[config.mk]
export PLATFORM = sky130hd
export DESIGN_NAME = tps_uv_wrap
export DESIGN_NICKNAME = d
export VERILOG_FILES = /design/src/hw/rtl/texture_pool_sampler_defines.svh /design/src/hw/rtl/tps_pkg.sv /design/src/hw/rtl/tps_uv_wrap.sv
export SDC_FILE = /design/constraint.sdc
export NUM_CORES = 1
export LEC_CHECK = 0
export BUFFER_PORTS_ARGS = -buffer_cell sky130_fd_sc_hd__buf_2
export CAP_MARGIN = 0
export CORE_MARGIN = 1.5
export CORE_UTILIZATION = 56
export CTS_BUF_LIST = sky130_fd_sc_hd__clkbuf_4
export DETAILED_ROUTE_END_ITERATION = 10
export PLACE_DENSITY_LB_ADDON = 0.12
export SYNTH_ARGS = -nofsm -noshare
export SYNTH_HDL_FRONTEND = slang
export SYNTH_SLANG_ARGS = --single-unit
[constraint.sdc]
create_clock -name clk_i -period 5.3 [get_ports clk_i]
set_clock_uncertainty 0.2 [all_clocks]
set_input_delay 1.06 -clock clk_i [delete_from_list [all_inputs] [get_ports clk_i]]
set_output_delay 1.06 -clock clk_i [all_outputs]
set_load 0.05 [all_outputs]
[src/hw/rtl/texture_pool_sampler_defines.svh]
// Assertion macros shared by the texture pool sampler RTL.
`ifndef TEXTURE_POOL_SAMPLER_DEFINES_SVH
`define TEXTURE_POOL_SAMPLER_DEFINES_SVH

// Same-cycle implication, sampled on clk_i, off while rst_ni is low.
`define TPS_ASSERT_IMPL(lbl, ante, cons, msg) \
  lbl: assert property (@(posedge clk_i) disable iff (!rst_ni) (ante) |-> (cons)) \
    else $error(msg);

// Next-cycle implication, sampled on clk_i, off while rst_ni is low.
`define TPS_ASSERT_NEXT(lbl, ante, cons, msg) \
  lbl: assert property (@(posedge clk_i) disable iff (!rst_ni) (ante) |=> (cons)) \
    else $error(msg);

`endif

[src/hw/rtl/tps_pkg.sv]
// Shared constants of the texture pool sampler: operation and status codes, defaults.
package tps_pkg;

  localparam int unsigned TEXTURE_SLOTS_DEF    = 16;
  localparam int unsigned POOL_TEXELS_DEF      = 32768;
  localparam int unsigned UV_FRACTION_BITS_DEF = 12;

  localparam logic [1:0] OP_CREATE = 2'd0;
  localparam logic [1:0] OP_SET    = 2'd1;
  localparam logic [1:0] OP_SAMPLE = 2'd2;
  localparam logic [1:0] OP_RESET  = 2'd3;

  localparam logic [2:0] ST_OK       = 3'd0;
  localparam logic [2:0] ST_BAD_SLOT = 3'd1;
  localparam logic [2:0] ST_NO_SPACE = 3'd2;
  localparam logic [2:0] ST_UNUSED   = 3'd3;
  localparam logic [2:0] ST_OUTSIDE  = 3'd4;

endpackage

[src/hw/rtl/tps_uv_wrap.sv]
// Texture coordinate scaler: fixed-point coordinate times size, floor, repeat-wrap mask.
module tps_uv_wrap #(
  parameter int unsigned FRAC_BITS = tps_pkg::UV_FRACTION_BITS_DEF
) (
  input  logic               clk_i,
  input  logic               en_i,
  input  logic signed [31:0] coord_i,
  input  logic        [7:0]  size_i,
  output logic        [7:0]  wrap_o
);

  logic signed [40:0] prod;
  logic        [7:0]  slice_q;
  logic        [7:0]  mask_q;

  assign prod = 41'(coord_i) * 41'($signed({1'b0, size_i}));

  // Only the low eight bits of the floored product survive the mask.
  always_ff @(posedge clk_i) begin
    if (en_i) begin
      slice_q <= prod[FRAC_BITS +: 8];
      mask_q  <= size_i - 8'd1;
    end
  end

  assign wrap_o = slice_q & mask_q;

endmodule

### After elaboration in Yosys (flattened, before gate mapping)

Index checks and enable logic that the tools add are counted.

| word-level totals | value |
|---|---|
| word-level logic and storage cells | 5 |
| bits in registers | 16 |
| output and inout port bits | 8 |
| bits of input ports | 42 |

| cells by class | value |
|---|---|
| add/sub/neg operators | 1 |
| $mul | 1 |
| bitwise operators | 1 |

Operator list:

| cell | count |
|---|---|
| 32-bit by 9-bit multiplier with 20-bit output | 1 |
| 8-bit AND | 1 |
| 8-bit by 1-bit subtractor with 8-bit output (second input constant) | 1 |

### Depth between registers and ports, before layout

Gate-level depths: netlist (run 1).

| depth | value |
|---|---|
| word-level depth | 1 |
| depth in mapped cells | 19 |
| gate-level depth less buffers | 18 |

### Least setup slack after synthesis (run 1)

Ideal clock, no wire load.

| timing path | value |
|---|---|
| path kind | input port to flip-flop |
| from | input size_i[2] |
| to | register slice_q[7], data pin |
| path buffers | 2 |
| stages on the path | 18 |
| data required time | 4,840 ps |
| setup time | 260 ps |
| slack | -374 ps |
| arrival time | 5,214 ps |
| path through | clkbuf_1 > buf_1 > nand2_1 > fa_1 > inv_1 > fa_1 > fa_1 > inv_1 > fa_1 > inv_1 > ha_1 > a21oi_1 > nor2b_1 > or4_1 > o22ai_2 > o21bai_4 > a21oi_2 > xnor2_1 |

| on the way | value |
|---|---|
| word-level cells in the longest chain between the ends | 1 |

RTL lines:

| item | RTL line | source |
|---|---|---|
| start: declaration | tps_uv_wrap.sv:8 | `input logic [7:0] size_i,` |
| 32-bit by 9-bit multiplier with 20-bit output | tps_uv_wrap.sv:16 | `assign prod = 41'(coord_i) * 41'($signed({1'b0, size_i}));` |
| via prod[19] | tps_uv_wrap.sv:12 | `logic signed [40:0] prod;` |
| end signal: assignment | tps_uv_wrap.sv:21 | `slice_q <= prod[FRAC_BITS +: 8];` |
| end: declaration | tps_uv_wrap.sv:13 | `logic [7:0] slice_q;` |

The timed path passes the listed nets, and every way through them passes these cells.
A chain may end at the register's enable or synchronous reset.

### Final worst setup path (run 1)

| timing path | value |
|---|---|
| from | input size_i[4] |
| to | register slice_q[7], data pin |

Same word-level chain as after synthesis.

==> results.json, run 1 <==
{
  "cts_root_buffer": "clkbuf_4",
  "p_leak_nw": 2.56,
  "syn2layout_area_growth_pct": 17.1,
  "grt_pass1_wl_um": 14600,
  "cp.depth": 16,
  "yosysTopAreaCellShare_pct": 39.2,
  "synth-seq-area-share_pct": 11.3,
  "crit_top_cell": "fa_1",
  "diodes": 0,
  "startpoint_type": "input pin",
  "vias_per_cell": 4.90,
  "fillCellCount": 611,
  "maxCapViolations": 0,
  "powerDensity_nw_per_um2": 373,
  "cp_cell_sequence": "clkbuf_4 -> buf_4 -> and2_1 -> fa_1 -> fa_1 -> fa_1 -> fa_1 -> ha_1 -> and3_4 -> nand3_1 -> and3_4 -> a21oi_4 -> o22ai_4 -> o21bai_4 -> a21oi_2 -> xnor2_1",
  "crit_path_max_fanout": 9,
  "ant_nets": 0,
  "hpwl_um": 7490,
  "ys_warn_count": 0,
  "ir_worst_vdd_mv": 0.163,
  "switchingPower_w": 0.000861,
  "cp_data_arrival_time_ns": 4.97,
  "num_vias": 3050,
  "hold_violations": 0,
  "wire_per_inst_um": 13.6,
  "synth_top_cell_by_area": "fa_1",
  "dieHeight_um": 90.0,
  "required_ns": 5.13,
  "hold_depth": 1,
  "power_frac_seq_pct": 12.8,
  "synth-edff-count": 16,
  "synthCells": 451,
  "fp.dieW_um": 90.0,
  "cp_num_buf_inv": 2,
  "p_int_w": 0.000989,
  "port_buffers": 37,
  "finalMaxSlewViolations": 0,
  "min_path_type": "input pin to register",
  "cp_top_family": "adder cells",
  "die-area_um2": 8110,
  "multi_input_area_um2": 3420,
  "rsz0062_at_grt": "no",
  "synthTopCellsByCount": "inv_1 (97), fa_1 (83), nand2_1 (68)",
  "grt_pass1_vias": 3213,
  "critPathMaxStageDelay_ns": 0.57,
  "end_kind": "register",
  "grt_usage_pct": 22.5,
  "swShare_pct": 46.5,
  "syn_nets": 612,
  "ios": 50,
  "overflow": 0,
  "grt_max_degree": 19,
  "top_layer_used": "met4",
  "comb_power_share_pct": 83.9,
  "setup_viol": 0,
  "syn_area_um2": 4240,
  "synthTopCellsByArea": "fa_1 (39%), edfxtp_1 (11%), ha_1 (11%), and2_1 (9.7%), inv_1 (8.6%)",
  "routabilityCongestion": 0.828,
  "synth.distinct_cells": 35,
  "tritoncts": "done",
  "holdWs_ns": 0.996,
  "wl_um": 8440,
  "core_area_um2": 7290,
  "syn_avg_cell_area_um2": 9.40,
  "htree_num_levels": 1,
  "remaining_drc_errors": 0,
  "worstSetupPathType": "input pin to register",
  "yosysMostFrequentCell": "inv_1",
  "first_pass_iters": 4,
  "period_share_pct": 97.0,
  "min_period_ns": 5.14,
  "synthFlopType": "edfxtp_1",
  "critPathSlowestCell": "fa_1",
  "path_clk_slew_ns": 0.08,
  "cts_setup_buffers": 0,
  "rows": 31,
  "cts_buffers": 3,
  "drive_above_1_share_pct": 20.3,
  "status": "completed",
  "worst_slew_pin_slew_ns": 0.384,
  "post-route-util_pct": 68.1,
  "relSlewSlack_pct": 74.3,
  "clkSinkCount": 16,
  "ys_ff_latch": 16,
  "power_frac_clock_pct": 3.3,
  "wl_met2_um": 4120,
  "wl_met1_um": 4030,
  "start_util_pct": 58.2,
  "finalSetupTns_ns": 0,
  "nets": 685,
  "fmax_mhz": 194,
  "routed-wl-met3_um": 208,
  "regArea_um2": 480,
  "first_iter_violations": 73,
  "clock_path_buffers": 2,
  "antenna_found_initial": 0,
  "async_flop_share_pct": 0
}
-- final timing paths --
check | start | endpoint | slack, ns
max | size_i[4] | slice_q[7] | 0.16
min | en_i | mask_q[0] | 1.0
-- through the flow --
step / worst slack [ns] / std cells / instance area, um2 / power (W)
global placement: -0.206 / 618 / 4910 / 0.00175
CTS: 0.0251 / 622 / 4940 / 0.00186
finish: 0.158 / 622 / 4960 / 0.00185
floorplan: 0.000150 / 451 / 4380 / 0.00142
detailed placement: -0.280 / 618 / 4910 / 0.00179
global route: 0.0124 / 622 / 4960 / 0.00206
-- registers in the layout, summed over array words and instances (netlist names) --
| signal | cells |
|---|---|
| mask_q | 8 |
| slice_q | 8 |
-- area by class of cell --
cell class              count  share of cell area (%)
well taps                  99                    2.49
clock buffers               3                   0.454
multi-input cells         325                    68.9
clock inverters             1                  0.0756
inverters                  97                    7.33
flip-flops and latches     16                    9.68
repair buffers             81                    11.1
-- cell families (layout without fill, tap and decap cells) --
group / after synthesis / count (layout) / synth area share (%)
flops: 16 / 16 / 11.3
simple gates: 160 / 160 / 19.6
buf+inv: 110 / 182 / 9.79
compound gates: 21 / 21 / 4.37
fa+ha+maj: 119 / 119 / 49.8
xor+xnor: 25 / 25 / 5.16
-- layer usage --
| layer | vias to the layer above | GRT usage, % |
|---|---|---|
| met1 | 1497 | 31.1 |
| met2 | 48 | 39.2 |
| met3 | 8 | 1.61 |
| met5 | - | 0 |
| li1 | 1497 | - |
| met4 | 0 | 4.63 |
-- power groups by stage --
stage,clock [W],sequential [W],combinational [W]
after floorplan,0,0.000238,0.00119
after global placement,0,0.000240,0.00151
after detailed placement,0,0.000241,0.00155
after CTS,0.0000620,0.000238,0.00156
after global routing,0.0000693,0.000240,0.00175
final,0.0000607,0.000237,0.00155
-- cells in the final DEF, fill, tap and decap left out, drive strengths merged --
| cell type | Yosys | layout |
|---|---|---|
| ha | 36 | 36 |
| nand4b | 1 | 1 |
| nor2b | 1 | 1 |
| xnor2 | 16 | 16 |
| and3 | 2 | 2 |
| edfxtp | 16 | 16 |
| a211oi | 1 | 1 |
| a21oi | 9 | 9 |
| nand3 | 5 | 5 |
| fa | 83 | 83 |
| a21o | 1 | 1 |
| o21a | 3 | 3 |
| o211ai | 1 | 1 |
| clkbuf | 8 | 6 |
| o31ai | 1 | 1 |
| nor2 | 4 | 4 |
| nor4 | 2 | 2 |
| and2 | 72 | 72 |
| inv | 97 | 97 |
| clkinv | 0 | 1 |
| buf | 5 | 78 |
| nand2 | 69 | 69 |
| o22ai | 1 | 1 |
| nor3 | 2 | 2 |
| o21bai | 1 | 1 |
| or4 | 1 | 1 |
| nand4 | 1 | 1 |
| xor2 | 9 | 9 |
| o41ai | 1 | 1 |
| o21ai | 2 | 2 |
-- what timing repair did --
item                                    CTS  global route
resized for setup                         0            12
hold buffers                              0             0
endpoints found under the setup margin    0             2
No activity file was read; power rests on OpenSTA's default activity.
==> run 2, diff against run 1 <==
--- a/config.mk
+++ b/config.mk
@@ -11,7 +11,7 @@
 export CORE_UTILIZATION = 56
 export CTS_BUF_LIST = sky130_fd_sc_hd__clkbuf_4
 export DETAILED_ROUTE_END_ITERATION = 10
-export PLACE_DENSITY_LB_ADDON = 0.12
+export PLACE_DENSITY = 0.77
 export SYNTH_ARGS = -nofsm -noshare
 export SYNTH_HDL_FRONTEND = slang
 export SYNTH_SLANG_ARGS = --single-unit
==> run 2 against run 1 <==
  * Count of clock-buffer cells in the layout unchanged
  * Final area decreased by 0.28%
  * Clock power decreased by 4.0%
  * Non-clock buffer count decreased by 2
  * Cell count decreased by 0.48%
  * Combinational power about the same
  * Global-route usage increased by 1.9 points
  * Core utilization decreased by 0.19 points
==> results.json, run 2 (synthesis results as in run 1) <==
{
  "status": "completed",
  "cp_num_buf_inv": 4,
  "setup_viol": 0,
  "fillCellCount": 597,
  "min_from": "en_i",
  "antenna_found_initial": 0,
  "multi_input_area_um2": 3420,
  "fp.dieW_um": 90.0,
  "wire_per_inst_um": 14.3,
  "ir_worst_vdd_mv": 0.159,
  "remaining_drc_errors": 0,
  "htree_num_levels": 1,
  "wl_um": 8820,
  "relSlewSlack_pct": 75.2,
  "end_kind": "register",
  "start_util_pct": 58.2,
  "period_share_pct": 97.3,
  "grt_pass1_vias": 3564,
  "required_ns": 5.13,
  "cts_hold_buffers": 0,
  "vias_per_cell": 5.13,
  "clock_path_buffers": 2,
  "path_clk_slew_ns": 0.08,
  "hpwl_um": 7760,
  "cp_top_family": "adder cells",
  "nets": 683,
  "min_period_ns": 5.16,
  "fin_area_um2": 4950,
  "first_iter_violations": 107,
  "overflow": 0,
  "powerDensity_nw_per_um2": 379,
  "ant_nets": 0,
  "setup_ws_ns": 0.143,
  "rsz0062_at_grt": "no",
  "routabilityCongestion": 0.828,
  "hold_violations": 0,
  "die-area_um2": 8110,
  "min_path_type": "input pin to register",
  "first_pass_iters": 4,
  "critPathMaxStageDelay_ns": 0.54,
  "syn2layout_area_growth_pct": 16.7,
  "drive_above_1_share_pct": 20.2,
  "core_area_um2": 7290,
  "startpoint_type": "input pin",
  "grt_pass1_wl_um": 15900,
  "top_regs": "mask_q (8), slice_q (8)",
  "cp_data_arrival_time_ns": 4.99,
  "rows": 31,
  "cts_buffers": 3,
  "cts_root_buffer": "clkbuf_4",
  "worst_slew_pin_slew_ns": 0.371,
  "p_leak_nw": 2.55,
  "place_inst": 616,
  "cp_cell_sequence": "clkbuf_4 -> nand2_1 -> fa_1 -> inv_1 -> fa_1 -> fa_1 -> inv_1 -> fa_1 -> inv_1 -> ha_4 -> and3_4 -> nand3_1 -> and3_4 -> a21oi_4 -> o22ai_4 -> o21bai_4 -> a21oi_2 -> xnor2_1",
  "dpl_cell_area_um2": 4900,
  "final_common_cell": "inv_1",
  "crit_top_cell": "fa_1",
  "clkSinkCount": 16,
  "fmax_mhz": 194,
  "grt_max_degree": 20,
  "regArea_um2": 480,
  "mostFrequentLayoutCells": "inv_1 (97), fa_1 (82), nand2_1 (68)",
  "port_buffers": 37,
  "critPathSlowestCell": "fa_1",
  "crit_path_max_fanout": 6,
  "preCtsSetupSlack_ns": -0.293,
  "cts_setup_buffers": 0,
  "diodes": 0,
  "dieHeight_um": 90.0,
  "critPathLaunch": "size_i[3]",
  "grt_usage_pct": 24.4,
  "worstSetupPathType": "input pin to register",
  "ios": 50,
  "maxCapViolations": 0,
  "finalMaxSlewViolations": 0,
  "fin_cells": 619,
  "num_vias": 3175,
  "tritoncts": "done"
}
==> run 2: metal layers <==
layer | part of all wire, % | track usage, %
met1 | 42 | 30.8
met2 | 53 | 45.3
met3 | 3.8 | 0.846
met4 | 1.5 | 7.41
met5 | 0 | 0
==> run 2: area by class of cell <==
class                   instances  share of cell area [%]
multi-input cells             325                    69.1
repair buffers                 79                    10.8
flip-flops and latches         16                    9.70
inverters                      97                    7.35
well taps                      99                    2.50
clock buffers                   3                   0.455
==> run 2: timing repair <==
item | 4_1_cts | 5_1_grt
gates cloned | 0 | 0
resized for setup | 2 | 9
endpoints found under the setup margin | 1 | 4
pin swaps | 0 | 0
==> run 2: worst paths after layout <==
kind | endpoint | slack [ns] | cells past startpoint
max | slice_q[7] | 0.14 | 18
min | slice_q[4] | 0.99 | 1
==> run 2: through the flow <==
| stage | TNS [ns] | hold slack [ns] | power (W) | utilization [%] |
|---|---|---|---|---|
| final | 0 | 0.987 | 0.00187 | 67.9 |
| after global routing | 0 | 1.01 | 0.00208 | 67.9 |
| after CTS | 0 | 0.990 | 0.00188 | 67.6 |
| after detailed placement | -1.06 | 1.28 | 0.00181 | 67.2 |
| after global placement | -0.378 | 1.28 | 0.00174 | 67.2 |
| after floorplan | 0 | 0.972 | 0.00142 | - |
==> run 2: power breakdown <==
part           internal [W]  leakage, nW  switching (W)
registers          0.000231        0.157     0.00000589
logic              0.000735         2.38       0.000845
clock network     0.0000264       0.0138      0.0000319
